File: config.mk
export PLATFORM = sky130hd
export DESIGN_NAME = niu_blend
export DESIGN_NICKNAME = d
export VERILOG_FILES = /design/src/niu_pkg.sv /design/src/niu_blend.sv
export SDC_FILE = /design/constraint.sdc
export NUM_CORES = 2
export LEC_CHECK = 0
export ABC_AREA = 0
export BUFFER_PORTS_ARGS = -buffer_cell sky130_fd_sc_hd__clkbuf_2
export CAP_MARGIN = 30
export CORE_MARGIN = 2
export CORE_UTILIZATION = 40
export CTS_BUF_LIST = sky130_fd_sc_hd__clkbuf_8
export CTS_CLUSTER_DIAMETER = 200
export CTS_CLUSTER_SIZE = 10
export DETAILED_ROUTE_END_ITERATION = 10
export GPL_TIMING_DRIVEN = 0
export SLEW_MARGIN = 20
export SYNTH_ARGS = -nofsm -noshare
export SYNTH_HDL_FRONTEND = slang
export SYNTH_SLANG_ARGS = --single-unit
File: constraint.sdc
create_clock -name clk_i -period 16.8 [get_ports clk_i]
set_input_delay 3.36 -clock clk_i [delete_from_list [all_inputs] [get_ports clk_i]]
set_output_delay 3.36 -clock clk_i [all_outputs]
set_load 0.005 [all_outputs]
File: src/niu_pkg.sv
package niu_pkg;

  localparam int SampleW  = 32;
  localparam int RatioW   = 20;
  localparam int FracBits = 16;
  localparam int PaddrW   = 3;
  localparam int PdataW   = 32;

  localparam logic signed [RatioW-1:0] RatioOne = RatioW'(1 << FracBits);

  typedef enum logic [1:0] {
    ModeLinear = 2'd0,
    ModeQuad   = 2'd1,
    ModeCubic  = 2'd2,
    ModeBipara = 2'd3
  } blend_mode_e;

  typedef struct packed {
    logic signed [SampleW-1:0] sample_one;
    logic signed [SampleW-1:0] sample_two;
    logic signed [SampleW-1:0] sample_three;
    logic signed [SampleW-1:0] sample_four;
    logic signed [RatioW-1:0]  ratio_one_two;
    logic signed [RatioW-1:0]  ratio_two_three;
    logic signed [RatioW-1:0]  ratio_three_four;
    logic signed [RatioW-1:0]  ratio_one_three;
    logic signed [RatioW-1:0]  ratio_two_four;
    logic signed [RatioW-1:0]  ratio_one_four;
  } niu_in_t;

  typedef struct packed {
    logic signed [SampleW-1:0] interpolated;
    logic                      clipped;
  } niu_out_t;

endpackage

File: src/niu_blend.sv
module niu_blend #(
  parameter int SAMPLE_WIDTH = 32,
  parameter int RATIO_WIDTH  = 20
) (
  input  logic                           clk_i,
  input  logic [2:0]                     en_i,
  input  logic signed [SAMPLE_WIDTH-1:0] a_i,
  input  logic signed [SAMPLE_WIDTH-1:0] b_i,
  input  logic signed [RATIO_WIDTH-1:0]  r_i,
  output logic signed [SAMPLE_WIDTH-1:0] y_o,
  output logic                           clip_o
);
  import niu_pkg::*;

  localparam int SW = SAMPLE_WIDTH;
  localparam int RW = RATIO_WIDTH;
  localparam int PW = SW + RW;

  localparam logic signed [SW-1:0] SMax = {1'b0, {(SW-1){1'b1}}};
  localparam logic signed [SW-1:0] SMin = {1'b1, {(SW-1){1'b0}}};
  localparam logic signed [PW-1:0] PMax = {{RW{1'b0}}, SMax};
  localparam logic signed [PW-1:0] PMin = {{RW{1'b1}}, SMin};

  // stage one: saturated difference
  logic signed [SW:0]   diff;
  logic                 diff_ovf;
  logic signed [SW-1:0] d_d, d_q;
  logic signed [SW-1:0] a1_q;
  logic signed [RW-1:0] r1_q;
  logic                 clip1_q;

  // stage two: full product
  logic signed [PW-1:0] prod_d, prod_q;
  logic signed [SW-1:0] a2_q;
  logic                 clip2_q;

  // stage three: floor, saturate, subtract
  logic signed [PW-1:0] shifted;
  logic                 p_hi, p_lo;
  logic signed [SW-1:0] p_sat;
  logic signed [SW:0]   res;
  logic                 res_ovf;
  logic signed [SW-1:0] y_d, y_q;
  logic                 clip_d, clip_q;

  always_comb begin
    diff     = {a_i[SW-1], a_i} - {b_i[SW-1], b_i};
    diff_ovf = diff[SW] != diff[SW-1];
    if (diff_ovf) begin
      d_d = diff[SW] ? SMin : SMax;
    end else begin
      d_d = diff[SW-1:0];
    end
  end

  always_ff @(posedge clk_i) begin
    if (en_i[0]) begin
      d_q     <= d_d;
      a1_q    <= a_i;
      r1_q    <= r_i;
      clip1_q <= diff_ovf;
    end
  end

  assign prod_d = $signed({{RW{d_q[SW-1]}}, d_q}) * $signed({{SW{r1_q[RW-1]}}, r1_q});

  always_ff @(posedge clk_i) begin
    if (en_i[1]) begin
      prod_q  <= prod_d;
      a2_q    <= a1_q;
      clip2_q <= clip1_q;
    end
  end

  always_comb begin
    shifted = prod_q >>> FracBits;
    p_hi    = shifted > PMax;
    p_lo    = shifted < PMin;
    if (p_hi) begin
      p_sat = SMax;
    end else if (p_lo) begin
      p_sat = SMin;
    end else begin
      p_sat = shifted[SW-1:0];
    end
    res     = {a2_q[SW-1], a2_q} - {p_sat[SW-1], p_sat};
    res_ovf = res[SW] != res[SW-1];
    if (res_ovf) begin
      y_d = res[SW] ? SMin : SMax;
    end else begin
      y_d = res[SW-1:0];
    end
    clip_d = clip2_q | p_hi | p_lo | res_ovf;
  end

  always_ff @(posedge clk_i) begin
    if (en_i[2]) begin
      y_q    <= y_d;
      clip_q <= clip_d;
    end
  end

  assign y_o    = y_q;
  assign clip_o = clip_q;

endmodule

# [Word-level counts from Yosys, hierarchy flattened]
# Cells that the tools add are included.
[classes] eq_ne=2 magnitude_cmp=2 bitwise=3 n_addsub=2 n_mul=1 n_mux=6
[ops] cell="$mux 32" n=6
[ops] cell="$sub 32x32->33" n=2
[ops] cell="$mul 32x20->52" n=1
[ops] cell="$gt 36x32->1 const B" n=1
[ops] cell="$lt 36x32->1 const B" n=1
[ops] cell="$or 1x1->1" n=3
[ops] cell="$ne 1x1->1" n=2
[word_totals] word_cells=25 reg_bits=203

# [Logic depth before layout (Yosys ltp)]
[logic_depth] ltp_word=6 ltp_mapped=28 mapped_depth_nobuf=26

# [Worst setup path after synthesis]
# OpenSTA, ideal clock, no wires.
[synth_path] kind="register -> register" start="register d_q[31]" end="register prod_q[51] (data pin)" slack_ns=9.732 arrival_ns=6.802 synth_period_minus_slack_ns=7.068 setup_time_ns=0.266 path_stages_with_launch=28 path_cell_list="edfxtp_1 -> clkbuf_1 -> clkbuf_1 -> nand2_1 -> inv_1 -> fa_1 -> inv_1 -> fa_1 -> inv_1 -> fa_1 -> inv_1 -> fa_1 -> inv_1 -> fa_1 -> inv_1 -> fa_1 -> fa_1 -> inv_1 -> ha_1 -> a21o_1 -> a21o_1 -> a21oi_1 -> and2_1 -> nand4b_1 -> nand3_1 -> nand2_1 -> o41ai_1 -> xnor2_1"
[synth_between] elab_chain_len=1
[synth_lines] item="start: declaration" line_no="niu_blend.sv:27" text="logic signed [SW-1:0] d_d, d_q;"
[synth_lines] item="start signal: assignment" line_no="niu_blend.sv:58" text="d_q <= d_d;"
[synth_lines] item="$mul 32x20->52" line_no="niu_blend.sv:65" text="assign prod_d = $signed({{RW{d_q[SW-1]}}, d_q}) * $signed({{SW{r1_q[RW-1]}}, r1_q});"
[synth_lines] item="named net prod_d[51]" line_no="niu_blend.sv:33" text="logic signed [PW-1:0] prod_d, prod_q;"
[synth_lines] item="end signal: assignment" line_no="niu_blend.sv:69" text="prod_q <= prod_d;"
[synth_lines] item="end: declaration" line_no="niu_blend.sv:33"
# The timed path passes the listed nets, and every way through them passes these cells.
# A chain may end at the register's enable or synchronous reset.

# [Final worst setup path]
[layout_path] start="register r1_q[19]" end="register prod_q[50] (data pin)"
[layout_between] elab_chain_len=1
[layout_lines] item="start: declaration" line_no="niu_blend.sv:29" text="logic signed [RW-1:0] r1_q;"
[layout_lines] item="start signal: assignment" line_no="niu_blend.sv:60" text="r1_q <= r_i;"
[layout_lines] item="$mul 32x20->52" line_no="niu_blend.sv:65"
[layout_lines] item="named net prod_d[50]" line_no="niu_blend.sv:33"
# The timed path passes the listed nets, and every way through them passes these cells.

==> results.yml <==
global_route:
  grtUsageTotal_pct: 22.95
  grtUsageMet3_pct: 4.234
  antenna_violations_before_repair: 5
  first_global_vias: 23680
  global_route.usage.met1_pct: 29.40
  globalRoute.totalOverflow: 0
  grt_pass1_wl_mm: 138.6
  pin_count_of_the_biggest_net_entering_global_routing: 71
  gr-max-usage-layer: "met2"
  gr-usage-met2_pct: 38.89
worst_setup_path:
  category_of_cells_accounting_for_the_largest_share_of_critical_path_delay: "adder cells"
  rr_startpoint: "r1_q[19]$_DFFE_PP_"
  timing.setup.critical_path_class: "register to register"
  worstPathRequired_ns: 17.13
  endpoint_kind: "register"
  cpMostUsedCell: "sky130_fd_sc_hd__fa_1"
  worst_setup_path_startpoint: "r1_q[19]$_DFFE_PP_"
  critPathMaxFanout: 10
  timing.critical_path.buf_inv: 4
  critPathArrivalTime_ns: 9.09
  critical-path-slowest-cell: "sky130_fd_sc_hd__edfxtp_1"
  crit_chain: "clkinv_1 > clkbuf_1 > nor2_1 > fa_1 > fa_1 > fa_1 > fa_1 > fa_1 > fa_1 > inv_1 > fa_1 > inv_1 > ha_1 > nand4_1 > nor2_1 > nand3_1 > a2111oi_0 > nand3_1 > nand4b_1 > nand3_1 > nand3b_1 > a21oi_1 > xnor2_1"
  worst_setup_path_start_kind: "register"
  critical_path.max_stage_delay_ns: 0.74
finish:
  post-route-cell-area_mm2: 0.03416
  area_delta_synth_final_pct: 7.687
  drive_above_1_share_pct: 5.720
  fin_nets: 4278
detailed_routing:
  drt_iter0_drc: 1652
  route.antenna.remaining_nets: 0
  routed_wire_length_per_instance_um: 20.47
  routed_via_density: 5.127
  detailedRoute.firstPassIterationCount: 5
  drt_wl_total_mm: 90.63
  route.vias.total: 22700
  remaining_drc_errors: 0
clock_network:
  cts_setup_buffers: 0
  worst_skew_pair.late_latency_ns: 0.60
  cts_made_buffers: 17
  postCtsHoldBufs: 0
  post_cts_resize_count: 0
  clk_pin_slew_ns: 0.14
  ctsRootBufferMaster: "sky130_fd_sc_hd__clkbuf_8"
  clock_tree_from_tritoncts: "built"
  htree_levels: 4
  cts_sinks: 187
  cts_buffer_depth: 2
synthesis:
  synth_top_area_share_pct: 40.20
  mappedNetlistNets: 4136
  post_synthesis_async_set_or_reset_flop_share_pct: 0
  synth.most_common_cell: "sky130_fd_sc_hd__inv_1"
  synthFlopType: "sky130_fd_sc_hd__edfxtp_1"
  synthesis.area_mm2: 0.03172
  synth_common_cells: "sky130_fd_sc_hd__inv_1 (738), sky130_fd_sc_hd__fa_1 (637), sky130_fd_sc_hd__nand2_1 (335)"
  synth.yosys.seq_area_share_pct: 17.70
  synth-edff-count: 187
  synth_warnings: 0
  yosys_register_bits: 187
  post_synth_main_area_contributors: "sky130_fd_sc_hd__fa_1 (40%), sky130_fd_sc_hd__edfxtp_1 (18%), sky130_fd_sc_hd__inv_1 (8.7%), sky130_fd_sc_hd__ha_1 (7.6%), sky130_fd_sc_hd__and2_1 (6.5%)"
  synth.lib_cells_used.distinct: 80
  post_synth_inst_count: 3219
  synth_area_per_cell_um2: 9.855
  netlist.top_cell.by_area: "sky130_fd_sc_hd__fa_1"
timing:
  timing.max_slew.rel_slack_pct: 31.45
  layout_min_cycle_time_ns: 8.757
  setup_repair_after_global_routing_missed_its_margin: "no"
  finalHoldViolations: 0
  min_period_over_period_pct: 52.12
  final.setup_skew_ns: 0.03928
  maxClockFrequency_ghz: 0.1142
  timing.hold.ws_ns: 0.4225
  setup_tns_ns: 0
  tightest_slew_ns: 1.028
  final_max_slew_viol_count: 0
  report.final.setup_viol: 0
floorplan:
  rows: 103
  floorplan.initialDensity_pct: 40.29
  dieArea_mm2: 0.08158
  floorplan.die.width_um: 285.6
  io-pin-count: 121
  core_mm2: 0.07874
  die_height_um: 285.6
placed_design:
  place.port_buffers: 120
  final_hpwl_dp_mm: 76.40
  finalWeightedCongestion: 0.9136
  placement.cell_area_mm2: 0.03370
run_status:
  status: "finished clean"
flow_run:
  cap_violations: 0
min_path:
  min-delay-path-class: "register to register"
  timing.hold.worst.start: "a1_q[29]$_DFFE_PP_"
[sequential cells by signal, indices dropped and copies added, names as in the netlist]
signal   cells
d_q         32
a1_q        32
clip1_q      1
y_o         32
a2_q        32
r1_q        20
prod_q      36
clip_o       1
clip2_q      1
[area by class of cell]
class	count	area (um2)
Antenna cell	3	7.507
Buffer	148	586.8
Clock buffer	17	234.0
Clock inverter	15	201.4
Fill cell	7737	44580
Inverter	739	2774
Multi-Input combinational cell	2145	22750
Sequential cell	187	5615
Tap cell	1050	1314
Timing Repair Buffer	123	681.9
[final timing paths]
path / end / slack [ns] / cells after the start
worst max-delay path: prod_q[50]$_DFFE_PP_ / 8.04 / 23
worst min-delay path: a2_q[29]$_DFFE_PP_ / 0.42 / 0
worst max register to register: prod_q[50]$_DFFE_PP_ / 8.04 / 23
worst min register to register: a2_q[29]$_DFFE_PP_ / 0.42 / 0
[through the flow]
| stage | utilization (%) | setup slack (ns) | cells |
|---|---|---|---|
| finish | 43.38 | 8.043 | 4427 |
| global route | 43.38 | 7.623 | 4425 |
| CTS | 43.36 | 8.241 | 4423 |
| detailed placement | 42.80 | 8.283 | 4391 |
| global placement | 42.72 | 8.282 | 4389 |
| floorplan | - | 9.732 | 3219 |
[cells by family (layout without fill, tap and decap cells)]
kind of cell / Yosys count / count (layout) / share of synthesized area, %
buffers and inverters: 887 / 1042 / 10.59
other: 0 / 3 / 0
AND/OR/NAND/NOR: 843 / 843 / 13.32
flip-flops: 187 / 187 / 17.70
adder cells (fa/ha/maj): 843 / 843 / 48.22
multiplexers: 1 / 1 / 0.04732
AO/OA/AOI/OAI: 359 / 359 / 7.387
XOR/XNOR: 99 / 99 / 2.733
[layout by cell type, fill, tap and decap left out, drive strengths merged, types with 3 or more instances in the layout]
cell / netlist / final
a21o: 51 / 51
or3: 6 / 6
diode: 0 / 3
a211oi: 14 / 14
xnor2: 69 / 69
buf: 8 / 11
clkbuf: 140 / 277
a31oi: 10 / 10
o21bai: 16 / 16
xor2: 30 / 30
o211a: 3 / 3
and3: 7 / 7
nand2b: 17 / 17
and2: 329 / 329
ha: 192 / 192
maj3: 14 / 14
nand2: 336 / 336
o31ai: 7 / 7
o21ai: 99 / 99
nand4: 12 / 12
inv: 738 / 745
a21oi: 104 / 104
o21a: 13 / 13
o211ai: 11 / 11
edfxtp: 187 / 187
a311oi: 4 / 4
nor3: 15 / 15
nand3: 29 / 29
nor2: 76 / 76
clkinv: 1 / 7
nor2b: 7 / 7
fa: 637 / 637
[metal layers]
layer  routed length, um  share of wire, %
met5                   0                 0
met2               44850                49
met1               36330                40
met4                3247               3.6
met3                6205               6.8
Power is not shown: default switching activity piles up to over one toggle a cycle in this logic, so the estimate is an artifact.
